## src/rtl/tlbpt_pkg.sv

```systemverilog
// ----------------------------------------------------------------------------
// tlbpt_pkg
// Shared types and fixed field widths of the TLB / page table translator.
// ----------------------------------------------------------------------------
package tlbpt_pkg;

    localparam int ADDR_W    = 16;
    localparam int EVPAGE_W  = 8;
    localparam int CNT_W     = 32;
    localparam int RES_W     = ADDR_W + 3 + EVPAGE_W + 3 * CNT_W;
    localparam int RES_PAD_W = ((RES_W + 7) / 8) * 8;

    typedef struct packed {
        logic fill;
        logic inv;
    } t_tlb_ctl;

endpackage

```

## src/rtl/tlbpt_tlb.sv

```systemverilog
// ----------------------------------------------------------------------------
// tlbpt_tlb
// TLB storage with one shared tag comparator. One entry is read per cycle
// at the given slot; the compare acts on the registered read data.
// ----------------------------------------------------------------------------
module tlbpt_tlb #(
    parameter int PAGE_NUM_BITS  = 8,
    parameter int FRAME_NUM_BITS = 8,
    parameter int TLB_ENTRIES    = 16,
    parameter int IDX_W          = 4
) (
    input  logic                      i_clk,
    input  logic                      i_rst_n,
    input  tlbpt_pkg::t_tlb_ctl       i_ctl,
    input  logic [IDX_W-1:0]          i_idx,
    input  logic [PAGE_NUM_BITS-1:0]  i_key,
    input  logic [FRAME_NUM_BITS-1:0] i_fill_frame,
    output logic                      o_match,
    output logic [FRAME_NUM_BITS-1:0] o_frame
);

    logic [TLB_ENTRIES-1:0]    r_valid;
    logic [PAGE_NUM_BITS-1:0]  r_page_mem  [TLB_ENTRIES];
    logic [FRAME_NUM_BITS-1:0] r_frame_mem [TLB_ENTRIES];
    logic [PAGE_NUM_BITS-1:0]  r_rd_page;
    logic [FRAME_NUM_BITS-1:0] r_rd_frame;

    assign o_match = r_valid[i_idx] && (r_rd_page == i_key);
    assign o_frame = r_rd_frame;

    always_ff @(posedge i_clk) begin
        r_rd_page  <= r_page_mem[i_idx];
        r_rd_frame <= r_frame_mem[i_idx];
        if (i_ctl.fill) begin
            r_page_mem[i_idx]  <= i_key;
            r_frame_mem[i_idx] <= i_fill_frame;
        end
    end

    always_ff @(posedge i_clk) begin
        if (!i_rst_n) begin
            r_valid <= '0;
        end else if (i_ctl.fill) begin
            r_valid[i_idx] <= 1'b1;
        end else if (i_ctl.inv && o_match) begin
            r_valid[i_idx] <= 1'b0;
        end
    end

endmodule

```

## config.mk

```make
export PLATFORM = sky130hd
export DESIGN_NAME = tlbpt_tlb
export DESIGN_NICKNAME = d
export VERILOG_FILES = /design/src/rtl/tlbpt_pkg.sv /design/src/rtl/tlbpt_tlb.sv
export SDC_FILE = /design/constraint.sdc
export NUM_CORES = 1
export LEC_CHECK = 0
export ABC_CLOCK_PERIOD_IN_PS = 3100
export CORE_MARGIN = 2
export CORE_UTILIZATION = 52
export CTS_BUF_LIST = sky130_fd_sc_hd__clkbuf_4 sky130_fd_sc_hd__clkbuf_8
export CTS_CLUSTER_DIAMETER = 200
export DETAILED_ROUTE_END_ITERATION = 16
export DONT_BUFFER_PORTS = 1
export PLACE_DENSITY_LB_ADDON = 0.25
export SLEW_MARGIN = 15
export SYNTH_ARGS = -nofsm -noshare
export SYNTH_HDL_FRONTEND = slang
export SYNTH_SLANG_ARGS = --single-unit
```

## constraint.sdc

```tcl
create_clock -name i_clk -period 3.1 [get_ports i_clk]
set_input_delay 0.62 -clock i_clk [delete_from_list [all_inputs] [get_ports i_clk]]
set_output_delay 0.62 -clock i_clk [all_outputs]
set_load 0.01 [all_outputs]
```

==> metrics.yaml, run 1 <==
synth.cell_area_sq_um: 11000
status: "finished clean"
path_cells: "mux4_2 > mux2_2 > nor2_1 > a2111oi_0 > buf_4"
hold_viol_final: 0
avgSynthCellArea_sq_um: 22.5
slew_viol_final: 0
clk_path_buf_depth: 3
drt_wl_total_mm: 21.9
relSlewSlack_pct: 54.2
drt_pass1_iterations: 5
leakagePower_nw: 4.01
crit_fanout: 2
ys_ff_latch: 288
cts.sinks: 288
synth-main-ff-cell: "edfxtp_1"
cts_resized: 0
gp_routability_congestion: 0.877
period_share_pct: 90.4
tightest_slew_ns: 0.670
postSynthNetCount: 514
crit_type: "reg2out"
worstPathRequired_ns: 2.48
grt_pass1_wl_mm: 33.2
whs_ns: 0.163
period_needed_ns: 2.80
cts-buffers-inserted: 46
insertion_delay_ns: 0.55
syn_inst: 490
skew_ns: 0.0261
fmax_ghz: 0.357
floorplan.rows: 53
antenna_left: 0
critPathArrivalTime_ns: 2.18
synthToLayoutAreaGrowth_pct: 12.5
hold_buffers: 0
busiest_layer: "met2"
n_antenna_cell: 0
rsz0062_at_grt: "no"
power.density_nw_per_um2: 634
post_cts_buffers: 0
via_per_inst: 6.13
grt_pass1_vias: 5507
drv_cap: 0
holdCritPathClass: "in2reg"
drcViolationCount: 0
drive_gt1_share_pct: 30.6
place_hpwl_mm: 12.2
regToRegSetupSlack_ns: 1.54
vias: 5187
synth_cell_type_count: 29
mostFrequentLayoutCell: "edfxtp_1"
grt_use_met2_pct: 32.3
dieHeight_microns: 150
cts-root-buf: "clkbuf_8"
fin_setup_tns_ns: 0
layout.nets: 560
cpPeakStageDelay_ns: 0.62
core_area_sq_um: 20900
setup_viol: 0
grtUsageMet3_pct: 4.42
fin_ws_ns: 0.296
async_flop_share_pct: 0
ctsHtreeMaxLevel: 2
ys_seq_area_share_pct: 75.6
synth_edf_count: 256
die_area_sq_um: 22400
power_mw: 7.85
initial_core_util_pct: 52.7
critPathSlowestCell: "a2111oi_0"
antenna_found_initial: 0
max-vdd-ir-drop_v: 0.000367
critPathLaunchType: "register"
endpoint_kind: "primary output"
num_io_pins: 33
grt.total_usage_pct: 20.6
wl_per_cell_microns: 25.9
met1_usage_pct: 29.5
place_ws_ns: 0.521
numPortBuffers: 0
yosys_warnings: 0
drtIter0Drc: 514
path_clk_slew_ns: 0.06
cts_tree: "done"
layout_common_cells: "edfxtp_1, mux4_2, clkbuf_8, dfxtp_1, mux4_1"
grt_max_degree: 76
die_w_microns: 150
overflow: 0
==> cell type report <==
| cell class | count | area, sq um |
|---|---|---|
| clock buffers | 69 | 856 |
| clock inverters | 14 | 90.1 |
| fillers | 1516 | 8510 |
| multi-input cells | 178 | 2550 |
| flip-flops and latches | 288 | 8330 |
| well taps | 275 | 344 |
| repair buffers | 22 | 215 |
==> state kept, by name, summed over array words and instances (netlist names), named ones only <==
name and count:
o_frame 8, r_frame_mem 128, r_page_mem 128, r_rd_page 8
==> kinds of logic (layout without fill, tap and decap cells) <==
kind of cell | Yosys count | in the layout | share of synthesized area, %
multiplexers | 86 | 86 | 18.4
flip-flops | 288 | 288 | 75.6
AND/OR/NAND/NOR | 51 | 51 | 2.25
AO/OA/AOI/OAI | 33 | 33 | 1.53
XOR/XNOR | 8 | 8 | 0.636
buffers and inverters | 24 | 105 | 1.58
==> per-stage QoR <==
stage                     util [%]  area, sq um  cells
after floorplan                  -        11000    490
after global placement        54.7        11400    763
after detailed placement      54.7        11400    763
after CTS                     59.3        12400    846
after global routing          59.3        12400    846
final                         59.3        12400    846
==> final timing paths <==
kind                            endpoint                  from  cells past startpoint
max                              o_match              register                      5
max reg2reg                     register  r_rd_page[7]$_DFF_P_                      4
min          r_page_mem[12][6]$_DFFE_PP_              i_key[6]                      0
min reg2reg                     register              register                      2
==> cell usage after synthesis, types with 2 or more instances <==
master / instances / area [sq um]
edfxtp_1: 256 / 7690
mux4_2: 55 / 1240
dfxtp_1: 32 / 641
mux4_1: 29 / 762
nor2_1: 26 / 97.6
a21oi_1: 16 / 80.1
o21ai_0: 16 / 80.1
buf_2: 12 / 60.1
nor3_1: 8 / 40.0
xnor2_1: 8 / 70.1
buf_6: 4 / 45.0
buf_4: 3 / 22.5
nand2_1: 3 / 11.3
nand3_1: 3 / 15.0
buf_1: 2 / 7.51
nand2b_1: 2 / 12.5
nand3b_1: 2 / 15.0
nand4_1: 2 / 12.5
==> where the power goes <==
group          internal, mW  switching (mW)
combinational         0.157          0.0943
clock                  1.84            1.40
sequential             4.33          0.0338
==> critical path: cells and delay by family, from the launching register on <==
family | cells | cell delay [ns]
AOI/OAI and AO/OA | 1 | 0.62
muxes | 2 | 0.38
DFF | 1 | 0.36
and+or+nand+nor | 1 | 0.04
buffers and inverters | 1 | 0.24
==> layer usage <==
metal	up-vias	share of wire (%)
li1	2175	-
met1	2766	43
met2	201	49
met3	45	6.4
met4	0	1.9
met5	-	0
(Power assumes the default switching activity.)
==> inputs of run 2 (changes only) <==
--- a/config.mk
+++ b/config.mk
@@ -6,6 +6,8 @@
 export NUM_CORES = 1
 export LEC_CHECK = 0
 export ABC_CLOCK_PERIOD_IN_PS = 3100
+export CELL_PAD_IN_SITES_DETAIL_PLACEMENT = 1
+export CELL_PAD_IN_SITES_GLOBAL_PLACEMENT = 1
 export CORE_MARGIN = 2
 export CORE_UTILIZATION = 52
 export CTS_BUF_LIST = sky130_fd_sc_hd__clkbuf_4 sky130_fd_sc_hd__clkbuf_8
==> metrics.yaml, run 2 (synthesized netlist as in run 1, its figures left out) <==
status: "finished clean"
crit_type: "reg2out"
power.density_nw_per_um2: 620  # -2.2%
num_io_pins: 33  # unchanged
power_mw: 7.60  # -3.2%
drive_gt1_share_pct: 28.4  # -2.2 points
die_area_sq_um: 22400  # unchanged
via_per_inst: 6.15  # +0.26%
cts_tree: "done"
grt.total_usage_pct: 22.1  # +1.5 points
cts-buffers-inserted: 46  # unchanged
synthToLayoutAreaGrowth_pct: 11.3
vias: 5213  # +0.50%
drt_pass1_iterations: 5  # unchanged
place_hpwl_mm: 13.3  # +8.3%
period_needed_ns: 2.79  # -0.0134 ns
leakagePower_nw: 3.94  # -1.6%
rsz0062_at_grt: "no"
critPathLaunchType: "register"
reg2reg_depth: 4  # unchanged
floorplan.rows: 53  # unchanged
overflow: 0  # unchanged
clk_path_buf_depth: 3  # unchanged
place_ws_ns: 0.538  # +0.0178 ns
hp-start: "i_key[2]"
cts-root-buf: "clkbuf_8"
hold_viol_final: 0  # unchanged
post_cts_buffers: 0  # unchanged
cts_resized: 0  # unchanged
holdCritPathClass: "in2reg"
period_share_pct: 90.0  # -0.43 points
slew_viol_final: 0  # unchanged
dp_cells: 763  # unchanged
seqPwrFrac_pct: 57.4  # +1.9 points
top_regs: "r_frame_mem x128, r_page_mem x128"
fmax_ghz: 0.358  # +0.48%
insertion_delay_ns: 0.55  # about the same
path_clk_slew_ns: 0.06  # about the same
relSlewSlack_pct: 59.2  # +5.1 points
hold_buffers: 0  # unchanged
multi_input_area_sq_um: 2550  # unchanged
hold_end: "r_page_mem[12][2]$_DFFE_PP_"
hold_path_depth: 0  # unchanged
regToRegSetupSlack_ns: 1.34  # -0.20 ns
n_fill_cell: 1769  # +17%
p_clk_share_pct: 39.3  # -2.0 points
ctsHtreeMaxLevel: 2  # unchanged
crit_fanout: 3  # +1
drv_cap: 0  # unchanged
worstPathRequired_ns: 2.48  # about the same
layout_common_cells: "edfxtp_1, mux4_2, clkbuf_8, dfxtp_1, mux4_1"
die_w_microns: 150  # unchanged
critical_path_depth: 4  # -1
combPwrFrac_pct: 3.3  # about the same
antenna_left: 0  # unchanged
drcViolationCount: 0  # unchanged
setup_viol: 0  # unchanged
timing.rr.start: "r_rd_page[0]$_DFF_P_"
cpPeakStageDelay_ns: 0.55  # -0.07 ns
critPathArrivalTime_ns: 2.17  # about the same
grt_max_degree: 76  # unchanged
mostFrequentLayoutCell: "edfxtp_1"
gp_routability_congestion: 0.774  # -12%
critPathSlowestCell: "a2111oi_0"
seqCellArea_sq_um: 8330  # unchanged
max-vdd-ir-drop_v: 0.000419  # +14%
drt_wl_total_mm: 23.3  # +6.4%
path_cells: "xnor2_1 > nand4_1 > a2111oi_0 > buf_4"
intPower_mw: 6.03  # -4.7%
wl_per_cell_microns: 27.5  # +6.1%
critical-path-top-delay-family: "compound AO/OA/AOI/OAI gates"
dieHeight_microns: 150  # unchanged
antenna_found_initial: 0  # unchanged
power.switching_mw: 1.57  # +3.1%
fin_ws_ns: 0.310  # +0.0134 ns
whs_ns: 0.162  # -0.000823 ns
layout.nets: 560  # unchanged
crit_buf_inv: 1  # unchanged
n_antenna_cell: 0  # unchanged
fin_setup_tns_ns: 0  # unchanged
cts.sinks: 288  # unchanged
grt_pass1_wl_mm: 35.4  # +6.6%
swShare_pct: 20.7  # +1.3 points
skew_ns: 0.0188  # -0.00735 ns
tightest_slew_ns: 0.609  # -0.0611 ns
layout.cells.non_filler: 848  # +0.24%
core_area_sq_um: 20900  # unchanged
numPortBuffers: 0  # unchanged
initial_core_util_pct: 52.7  # unchanged
grt_pass1_vias: 5756  # +4.5%
drtIter0Drc: 427  # -17%
endpoint_kind: "primary output"
run 2: how the worst max path moves through the flow:
| stage | startpoint | end | slack [ns] |
|---|---|---|---|
| after floorplan | i_idx[0] | r_frame_mem[4][0]$_DFFE_PP_ | 0.54 |
| after global placement | i_key[0] | o_match | 0.59 |
| after detailed placement | i_key[0] | o_match | 0.54 |
| after CTS | r_rd_page[0]$_DFF_P_ | o_match | 0.25 |
| after global routing | r_rd_page[0]$_DFF_P_ | o_match | 0.19 |
| final | r_rd_page[0]$_DFF_P_ | o_match | 0.31 |
run 2: routing by layer:
layer	up-vias	routed length, microns	GRT usage [%]
met5	-	0	0
met4	0	603	7.76
met3	48	1520	4.73
met2	192	11600	35.8
met1	2790	9560	30.3
li1	2183	-	-
run 2: area by class of cell:
type | count | share of cell area [%]
multi-input cells | 178 | 20.8
flip-flops and latches | 288 | 67.9
repair buffers | 22 | 1.55
clock inverters | 28 | 0.960
clock buffers | 57 | 5.94
well taps | 275 | 2.81
run 2: metrics by stage:
| stage | instance area [sq um] | utilization (%) |
|---|---|---|
| 3_3_place_gp | 11400 | 54.6 |
| 3_5_place_dp | 11400 | 54.6 |
| 4_1_cts | 12300 | 58.7 |
| 5_1_grt | 12300 | 58.7 |
| 6_report | 12300 | 58.7 |
| 2_1_floorplan | 11000 | - |
run 2: power by group through the flow:
stage	sequential (mW)	combinational (mW)	clock, mW
finish	4.36	0.253	2.98
global route	4.37	0.269	3.21
CTS	4.36	0.257	3.05
detailed placement	4.44	0.255	0
global placement	4.44	0.249	0
floorplan	4.43	0.249	0
